==> src/iss_pkg.sv <==
// ============================================================================
// Insertion sorter package
// Shared widths and the structs that travel between the top level and cells.
// ============================================================================
`timescale 1ns / 1ps

package iss_pkg;

  localparam int VALUE_W = 32;

  typedef logic signed [VALUE_W-1:0] iss_value_t;

  // Broadcast control to every cell of the chain.
  typedef struct packed {
    logic       insert;
    logic       shift;
    iss_value_t value;
  } iss_ctrl_t;

  // What a cell shows to its neighbors.
  typedef struct packed {
    iss_value_t value;
    logic       valid;
    logic       keep;
  } iss_link_t;

endpackage

==> src/iss_cell.sv <==
// ============================================================================
// Insertion sorter cell
// Holds one list entry; on insert it keeps, takes the new value or takes its
// lower neighbor's value, and on drain it takes its upper neighbor's value.
// ============================================================================
`timescale 1ns / 1ps

module iss_cell (
  input  logic                clk,
  input  logic                rst_n,
  input  iss_pkg::iss_ctrl_t  ctrl,
  input  iss_pkg::iss_link_t  prev_i,
  input  iss_pkg::iss_link_t  next_i,
  output iss_pkg::iss_link_t  cur_o
);

  iss_pkg::iss_value_t value_r, value_nxt;
  logic                valid_r, valid_nxt;
  logic                keep;

  // An entry stays put when it is not greater than the new value, which
  // places equal values after the ones already stored.
  assign keep = valid_r && !(value_r > ctrl.value);

  always_comb begin
    value_nxt = value_r;
    valid_nxt = valid_r;
    if (ctrl.insert) begin
      if (!keep) begin
        value_nxt = prev_i.keep ? ctrl.value : prev_i.value;
      end
      valid_nxt = valid_r | prev_i.valid;
    end else if (ctrl.shift) begin
      value_nxt = next_i.value;
      valid_nxt = next_i.valid;
    end
  end

  always_ff @(posedge clk) begin
    if (!rst_n) begin
      valid_r <= 1'b0;
    end else begin
      valid_r <= valid_nxt;
    end
  end

  always_ff @(posedge clk) begin
    value_r <= value_nxt;
  end

  assign cur_o.value = value_r;
  assign cur_o.valid = valid_r;
  assign cur_o.keep  = keep;

endmodule

==> src/insertion_sorter_unit.sv <==
// ============================================================================
// Insertion sorter unit
// Streaming stable sorter built from a chain of compare-and-shift cells.
// ============================================================================
// Usage:
//   Values arrive on the in_ channel, one per transfer. Each is inserted into
//   the ascending list in the same cycle, so a set streams in at one transfer
//   per cycle. The transfer with in_tlast high ends the set: its value is
//   inserted too, then the list drains on the out_ channel in ascending order.
//   Values arriving while all CAPACITY cells are full are dropped and
//   out_tuser is high on every result of that set.
//   After the closing transfer the drain flag is registered, then the first
//   result is loaded into the output register; while out_tready is high,
//   results follow at one per cycle as the cell chain shifts one entry toward
//   the output each cycle. out_tlast marks the last result of the set.
//   While the chain drains, in_tready is low. Once the last result is in the
//   output register the next set may start, even if it waits there.
//   A stalled receiver holds the output register and pauses the drain.
//   Reset empties the chain, clears the overflow flag and the output valid.
// ============================================================================
`timescale 1ns / 1ps

module insertion_sorter_unit #(
  parameter int CAPACITY = 16
) (
  input  logic        clk,
  input  logic        rst_n,
  input  logic        in_tvalid,
  output logic        in_tready,
  input  logic [31:0] in_tdata,   // [31:0] value
  input  logic        in_tlast,   // set_end
  output logic        out_tvalid,
  input  logic        out_tready,
  output logic [31:0] out_tdata,  // [31:0] sorted_value
  output logic        out_tlast,  // final_result
  output logic        out_tuser   // [0] overflowed
);

  iss_pkg::iss_link_t links [CAPACITY];
  iss_pkg::iss_ctrl_t ctrl;

  logic drain_r, drain_nxt;
  logic dropped_r, dropped_nxt;
  logic out_valid_r, out_valid_nxt;
  logic [31:0] out_data_r;
  logic        out_last_r;
  logic        out_ovf_r;
  logic in_xfer, full, load, last_load;

  assign in_tready = !drain_r;
  assign in_xfer   = in_tvalid && in_tready;
  assign full      = links[CAPACITY-1].valid;
  assign load      = drain_r && (!out_valid_r || out_tready);
  assign last_load = load && !links[1].valid;

  assign ctrl.insert = in_xfer && !full;
  assign ctrl.shift  = load;
  assign ctrl.value  = in_tdata;

  genvar gi;
  generate
    for (gi = 0; gi < CAPACITY; gi++) begin : g_cell
      iss_pkg::iss_link_t prev_link, next_link;
      if (gi == 0) begin : g_first
        // The lower boundary acts as a valid entry below every value.
        assign prev_link = '{value: '0, valid: 1'b1, keep: 1'b1};
      end else begin : g_mid
        assign prev_link = links[gi-1];
      end
      if (gi == CAPACITY - 1) begin : g_last
        assign next_link = '{value: '0, valid: 1'b0, keep: 1'b0};
      end else begin : g_nlast
        assign next_link = links[gi+1];
      end
      iss_cell u_cell (
        .clk    (clk),
        .rst_n  (rst_n),
        .ctrl   (ctrl),
        .prev_i (prev_link),
        .next_i (next_link),
        .cur_o  (links[gi])
      );
    end
  endgenerate

  always_comb begin
    drain_nxt     = drain_r;
    dropped_nxt   = dropped_r;
    out_valid_nxt = out_valid_r && !out_tready;
    if (in_xfer && full) begin
      dropped_nxt = 1'b1;
    end
    if (in_xfer && in_tlast) begin
      drain_nxt = 1'b1;
    end
    if (load) begin
      out_valid_nxt = 1'b1;
    end
    if (last_load) begin
      drain_nxt   = 1'b0;
      dropped_nxt = 1'b0;
    end
  end

  always_ff @(posedge clk) begin
    if (!rst_n) begin
      drain_r     <= 1'b0;
      dropped_r   <= 1'b0;
      out_valid_r <= 1'b0;
    end else begin
      drain_r     <= drain_nxt;
      dropped_r   <= dropped_nxt;
      out_valid_r <= out_valid_nxt;
    end
  end

  always_ff @(posedge clk) begin
    if (load) begin
      out_data_r <= links[0].value;
      out_last_r <= !links[1].valid;
      out_ovf_r  <= dropped_r;
    end
  end

  assign out_tvalid = out_valid_r;
  assign out_tdata  = out_data_r;
  assign out_tlast  = out_last_r;
  assign out_tuser  = out_ovf_r;

endmodule

==> config.mk <==
export PLATFORM = sky130hd
export DESIGN_NAME = insertion_sorter_unit
export DESIGN_NICKNAME = d
export VERILOG_FILES = /design/src/iss_pkg.sv /design/src/iss_cell.sv /design/src/insertion_sorter_unit.sv
export SDC_FILE = /design/constraint.sdc
export NUM_CORES = 2
export LEC_CHECK = 0
export BUFFER_PORTS_ARGS = -buffer_cell sky130_fd_sc_hd__buf_2
export CORE_ASPECT_RATIO = 1.25
export CORE_UTILIZATION = 60
export CTS_BUF_LIST = sky130_fd_sc_hd__clkbuf_4 sky130_fd_sc_hd__clkbuf_8 sky130_fd_sc_hd__clkbuf_16
export CTS_CLUSTER_DIAMETER = 40
export CTS_CLUSTER_SIZE = 16
export DETAILED_ROUTE_END_ITERATION = 10
export HOLD_SLACK_MARGIN = 0.02
export PLACE_DENSITY = 0.77
export RECOVER_POWER = 50
export SKIP_LAST_GASP = 1
export SLEW_MARGIN = 30
export SYNTH_ARGS = -nofsm -noshare
export SYNTH_HDL_FRONTEND = slang
export SYNTH_SLANG_ARGS = --single-unit
==> constraint.sdc <==
create_clock -name clk -period 9.25 [get_ports clk]
set_input_delay 0.925 -clock clk [delete_from_list [all_inputs] [get_ports clk]]
set_output_delay 0.925 -clock clk [all_outputs]
set_load 0.05 [all_outputs]
Word level (Yosys, flattened, before mapping)
Cells that the tools add are included.
{"block": "totals", "ff_bits": 565, "latch_bits": 0, "ram_bits": 0, "mem_bits_ro": 0, "output_inout_bits": 36, "word_cells": 245, "n_memories": 0}
{"block": "op_classes", "add_sub_neg": 0, "n_mul": 0, "div_mod_pow": 0, "magnitude_cmp": 16, "n_eq_ne": 16, "n_shift": 0, "mux": 96, "bitwise_logic": 16, "reduce_logical": 63}
{"operator": "32-bit 2-to-1 mux", "n": 63}
{"operator": "32-bit greater-than comparator", "n": 16}
{"operator": "1-bit 2-to-1 mux", "n": 33}
{"operator": "2-bit != test, second input constant", "n": 16}
{"operator": "2-bit AND reduction", "n": 16}
{"operator": "1-bit logical AND", "n": 23}
{"operator": "1-bit logical NOT", "n": 21}
{"operator": "1-bit bitwise OR", "n": 15}
{"operator": "2-bit nonzero test", "n": 1}
{"operator": "2-bit OR reduction", "n": 1}
{"operator": "1-bit logical OR", "n": 1}
{"operator": "1-bit NOT", "n": 1}

Longest topological paths before layout
{"block": "logic_depth", "ltp_word": 6, "ltp_mapped": 12, "mapped_depth_nobuf": 10}

By module
Synthesis repeated with hierarchy kept, for this count alone.
{"block": "unflattened", "cells_unflattened": 4324, "hier_area_um2": 42249.3}
{"module": "iss_cell", "instances": 16, "cells_each": 267, "area_per_inst_um2": 2567.5}
{"module": "insertion_sorter_unit", "instances": 1, "cells_each": 52, "area_per_inst_um2": 1169.9}

Worst setup path before layout
OpenSTA, ideal clock, no wires.
{"block": "synth_timing", "path_kind": "input to register", "from": "in in_tdata[29]", "to": "reg g_cell[11].u_cell.value_r[0], enable pin", "setup_time_ns": 0.466, "arrival_ns": 4.987, "required_time_ns": 8.784, "path_slack_ns": 3.797, "path_stages": 10, "path_buffers": 1, "path_cell_list": "inv_1 ha_1 a21o_1 a21o_1 a221oi_1 o21ai_1 and2b_1 a21oi_4 buf_8 o21ai_0"}
{"block": "synth_via", "elab_chain_len": 5}
{"item": "from (decl)", "line_no": "insertion_sorter_unit.sv:30", "source": "input logic [31:0] in_tdata,"}
{"item": "32-bit greater-than comparator", "line_no": "iss_cell.sv:23", "source": "assign keep = valid_r && !(value_r > ctrl.value);"}
{"item": "1-bit logical NOT", "line_no": "iss_cell.sv:23"}
{"item": "1-bit logical AND", "line_no": "iss_cell.sv:23"}
{"item": "2-bit != test (no line)"}
{"item": "2-bit AND reduction (no line)"}
{"item": "to (signal assigned)", "line_no": "iss_cell.sv:48", "source": "value_r <= value_nxt;"}
{"item": "to (decl)", "line_no": "iss_cell.sv:17", "source": "iss_pkg::iss_value_t value_r, value_nxt;"}
No other way between the ends.
A chain may end at the register's enable or synchronous reset.

Worst setup path after layout
{"block": "layout_timing", "from": "in in_tvalid", "to": "reg g_cell[0].u_cell.value_r[6], enable pin"}
{"block": "layout_via", "elab_chain_len": 4, "elab_cells_between_ends": 5, "classes_between": "1 x eq/ne; 4 x reduce/logical"}
{"item": "from (decl)", "line_no": "insertion_sorter_unit.sv:28", "source": "input logic in_tvalid,"}
{"item": "1-bit logical AND (*)", "line_no": "insertion_sorter_unit.sv:51", "source": "assign in_xfer = in_tvalid && in_tready;"}
{"item": "1-bit logical AND (*)", "line_no": "insertion_sorter_unit.sv:56", "source": "assign ctrl.insert = in_xfer && !full;"}
{"item": "2-bit != test (no line) or 2-bit nonzero test (tied branches)"}
{"item": "2-bit AND reduction (no line) (*)"}
{"item": "to (signal assigned)", "line_no": "iss_cell.sv:48"}
{"item": "to (decl)", "line_no": "iss_cell.sv:17"}
Every way passes the cells marked *; elsewhere a longest branch is shown, timed or not.

==> out/qor.yml <==
syn_area_per_cell_um2: 9.96
ys_ff_latch: 565
finalSetupViolations: 0
postCtsHoldBufs: 0
r2r-start: "g_cell[15].u_cell.valid_r$_SDFFE_PN0P_"
core_um2: 61200
crit_arrival_ps: 7020
r2r_slack_ps: 2630
grt_start_max_net_pins: 181
synth_ff_type: "edfxtp_1"
die_w_um: 225
holdPathStages: 0
clock_path_buffers: 3
startpoint_type: "input pin"
drc: 0
worst_hold_path_type: "reg -> reg"
crit_path_end_kind: "flop"
clkTransAtPathRegs_ps: 60
worst_slew_pin_slew_ps: 4260
gp_congestion: 0.974
syn_area_um2: 37400
finClkSkew_ps: 27.0
track_usage_pct: 33.1
ys_seq_area_share_pct: 44.9
rr_endpoint: "g_cell[0].u_cell.value_r[6]$_DFFE_PP_"
holdPathEnd: "out_tuser$_DFFE_PP_"
synth_nets: 4269
p_per_area_nw_per_um2: 238
min_from: "dropped_r$_SDFFE_PP0P_"
htreeDepth: 3
wl_per_cell_um: 22.8
post_dp_cell_area_um2: 38100
netlist_top_cells_area: "edfxtp_1 (44%), ha_1 (16%), o211ai_1 (8.0%)"
cp_data_required_time_ps: 9570
synthCells: 3752
yosys_warnings: 0
overflow: 0
cts_made_buffers: 82
synth_top_area_cell: "edfxtp_1"
die_y_um: 281
fin_nets: 4229
vdd.ir_drop.worst_mv: 0.137
violations: "max-capacitance violations, max-slew violations"
fin_tns_setup_ps: 0
antenna_found_initial: 1
worst-r2r-cell-count: 6
min_period_ps: 6700
cts_tree: "built"
cts_resized: 0
wirelength_um: 105000
crit_path_max_fanout: 87
relSlewSlack_pct: -184
drv_slew: 547
synth_edf_count: 546
rows: 101
clk_latency_ps: 640
drv_cap: 11
die-area_um2: 63300
rsz0062_at_grt: "false"
hpwl_um: 75500
pin_count: 73
timing.fmax_mhz: 149
cts-root-buf: "clkbuf_16"
outcome: "finished, violations left"
hold_viol_final: 0
portBuffers: 72
via_per_inst: 6.78
grt_first_pass_wirelength_um: 165000
finalInstanceArea_um2: 40800
ant_nets: 0
grt_pass1_vias: 29100
cts.sinks: 565
synth_cell_types: 61
drt_iter0_markers: 3609
vias: 31200
synth-async-reset-ratio_pct: 0
initial_utilization_pct: 61.1
first_pass_iters: 6
yosysTopAreaCellShare_pct: 43.9
cts_setup_buffers: 0
p_leak_nw: 15.9
areaGrowthSynthToFinish_pct: 9.27
path_class: "in -> reg"
final_layout_size_suffix_gt1_share_pct: 6.27
fin_crit_sh_pct: 72.4
how the worst max path moves through the flow:
stage                       startpoint                                       to  slack [ps]  cells past startpoint
after floorplan           in_tdata[29]   g_cell[11].u_cell.value_r[0]$_DFFE_PP_        3800                     10
after global placement    in_tdata[27]  g_cell[11].u_cell.value_r[25]$_DFFE_PP_        4120                     10
after detailed placement  in_tdata[26]  g_cell[10].u_cell.value_r[27]$_DFFE_PP_        4020                     13
after CTS                  in_tdata[7]  g_cell[10].u_cell.value_r[17]$_DFFE_PP_        4700                     12
after global routing         in_tvalid   g_cell[1].u_cell.value_r[25]$_DFFE_PP_        2300                      7
final                        in_tvalid    g_cell[0].u_cell.value_r[6]$_DFFE_PP_        2550                      7
cell usage after synthesis (all sizes together) (3+ instances only):
| library cell | count |
|---|---|
| a221oi | 13 |
| edfxtp | 546 |
| nand3 | 424 |
| inv | 63 |
| a211oi | 29 |
| nand2 | 672 |
| nand3b | 4 |
| nor2 | 81 |
| or4b | 8 |
| o21ai | 138 |
| a2111oi | 14 |
| buf | 112 |
| nor3b | 3 |
| mux2i | 73 |
| a21oi | 246 |
| o211ai | 398 |
| nor2b | 25 |
| ha | 480 |
| a31oi | 37 |
| o21a | 3 |
| a32o | 8 |
| clkbuf | 132 |
| dfxtp | 19 |
| a21o | 32 |
| nor3 | 17 |
| o221ai | 3 |
| nor4 | 26 |
| nand4 | 117 |
registers in the layout (all words and copies together) (netlist names):
register,cells
out_tuser,1
g_cell.u_cell.valid_r,16
drain_r,1
out_tdata,32
dropped_r,1
out_tlast,1
out_tvalid,1
g_cell.u_cell.value_r,512
per-layer routing:
layer | GRT usage [%] | routed length (µm) | part of all wire [%] | vias up
li1 | - | - | - | 14500
met2 | 52.5 | 48300 | 46 | 1616
met3 | 3.87 | 8330 | 7.9 | 284
met4 | 16.5 | 5110 | 4.9 | 0
met5 | 0 | 0 | 0 | -
met1 | 45.0 | 43200 | 41 | 14900
worst max-delay path, cell delays in order:
cell,delay [ps]
clkbuf_1,130
nor3b_1,260
clkbuf_1,1340
clkbuf_1,3060
nand2_1,100
nand2_1,790
buf_4,380
cells by family after synthesis:
group	after synthesis	synth area share, %
compound gates	937	16.5
fa+ha+maj	480	16.1
buf+inv	307	3.64
flops	565	44.9
mux	73	1.95
simple gates	1390	17.0
power breakdown:
group	switching (mW)	total (mW)	internal, mW
clock network	1.35	3.21	1.86
registers	0.456	4.00	3.54
logic	1.62	2.52	0.906
total	3.42	9.73	6.31
area by class of cell:
type                       instances  area, µm²
multi-input combinational       2880      19300
antenna                            2       5.00
inverter                          63        236
timing repair buffer             120        674
tap                              824       1030
sequential                       565      16800
fill                            4853      20300
clock inverter                    65        663
clock buffer                      87       2140
placed cells by master, fill, tap and decap left out, types with 3 or more instances in the layout:
cell type   count
a32o_1          8
buf_2          32
nor2b_1        25
clkinv_4        7
inv_1          63
clkinv_8        5
a2111oi_0      14
a221oi_1       13
a21o_1         32
nand3b_1        4
clkbuf_1       51
or4b_1          8
mux2i_1        73
o21ai_0       102
clkinv_1       10
nand4_1       117
buf_4          34
clkbuf_16      85
o21a_1          3
nand2_1       670
clkinvlp_4      8
nor2_1         73
nand3_1       423
a31oi_1        36
nor3_1         17
ha_1          480
edfxtp_1      546
o221ai_1        3
a21oi_1       246
inv_8          14
a211oi_1       29
o211ai_1      397
bufinv_16       4
dfxtp_1        19
nor4_1         25
inv_6          16
o21ai_1        34
nor2_4          8
stage by stage:
stage	total power [mW]	instances	utilization [%]	hold slack, ps	setup WS, ps
final	9.73	4606	66.8	435	2550
after global routing	10.2	4605	66.8	458	2300
after CTS	9.69	4603	66.9	439	4700
after detailed placement	6.49	4451	62.3	425	4020
after global placement	6.40	4450	62.3	422	4120
after floorplan	5.69	3752	-	409	3800
Power figures use the tool's default switching activity.
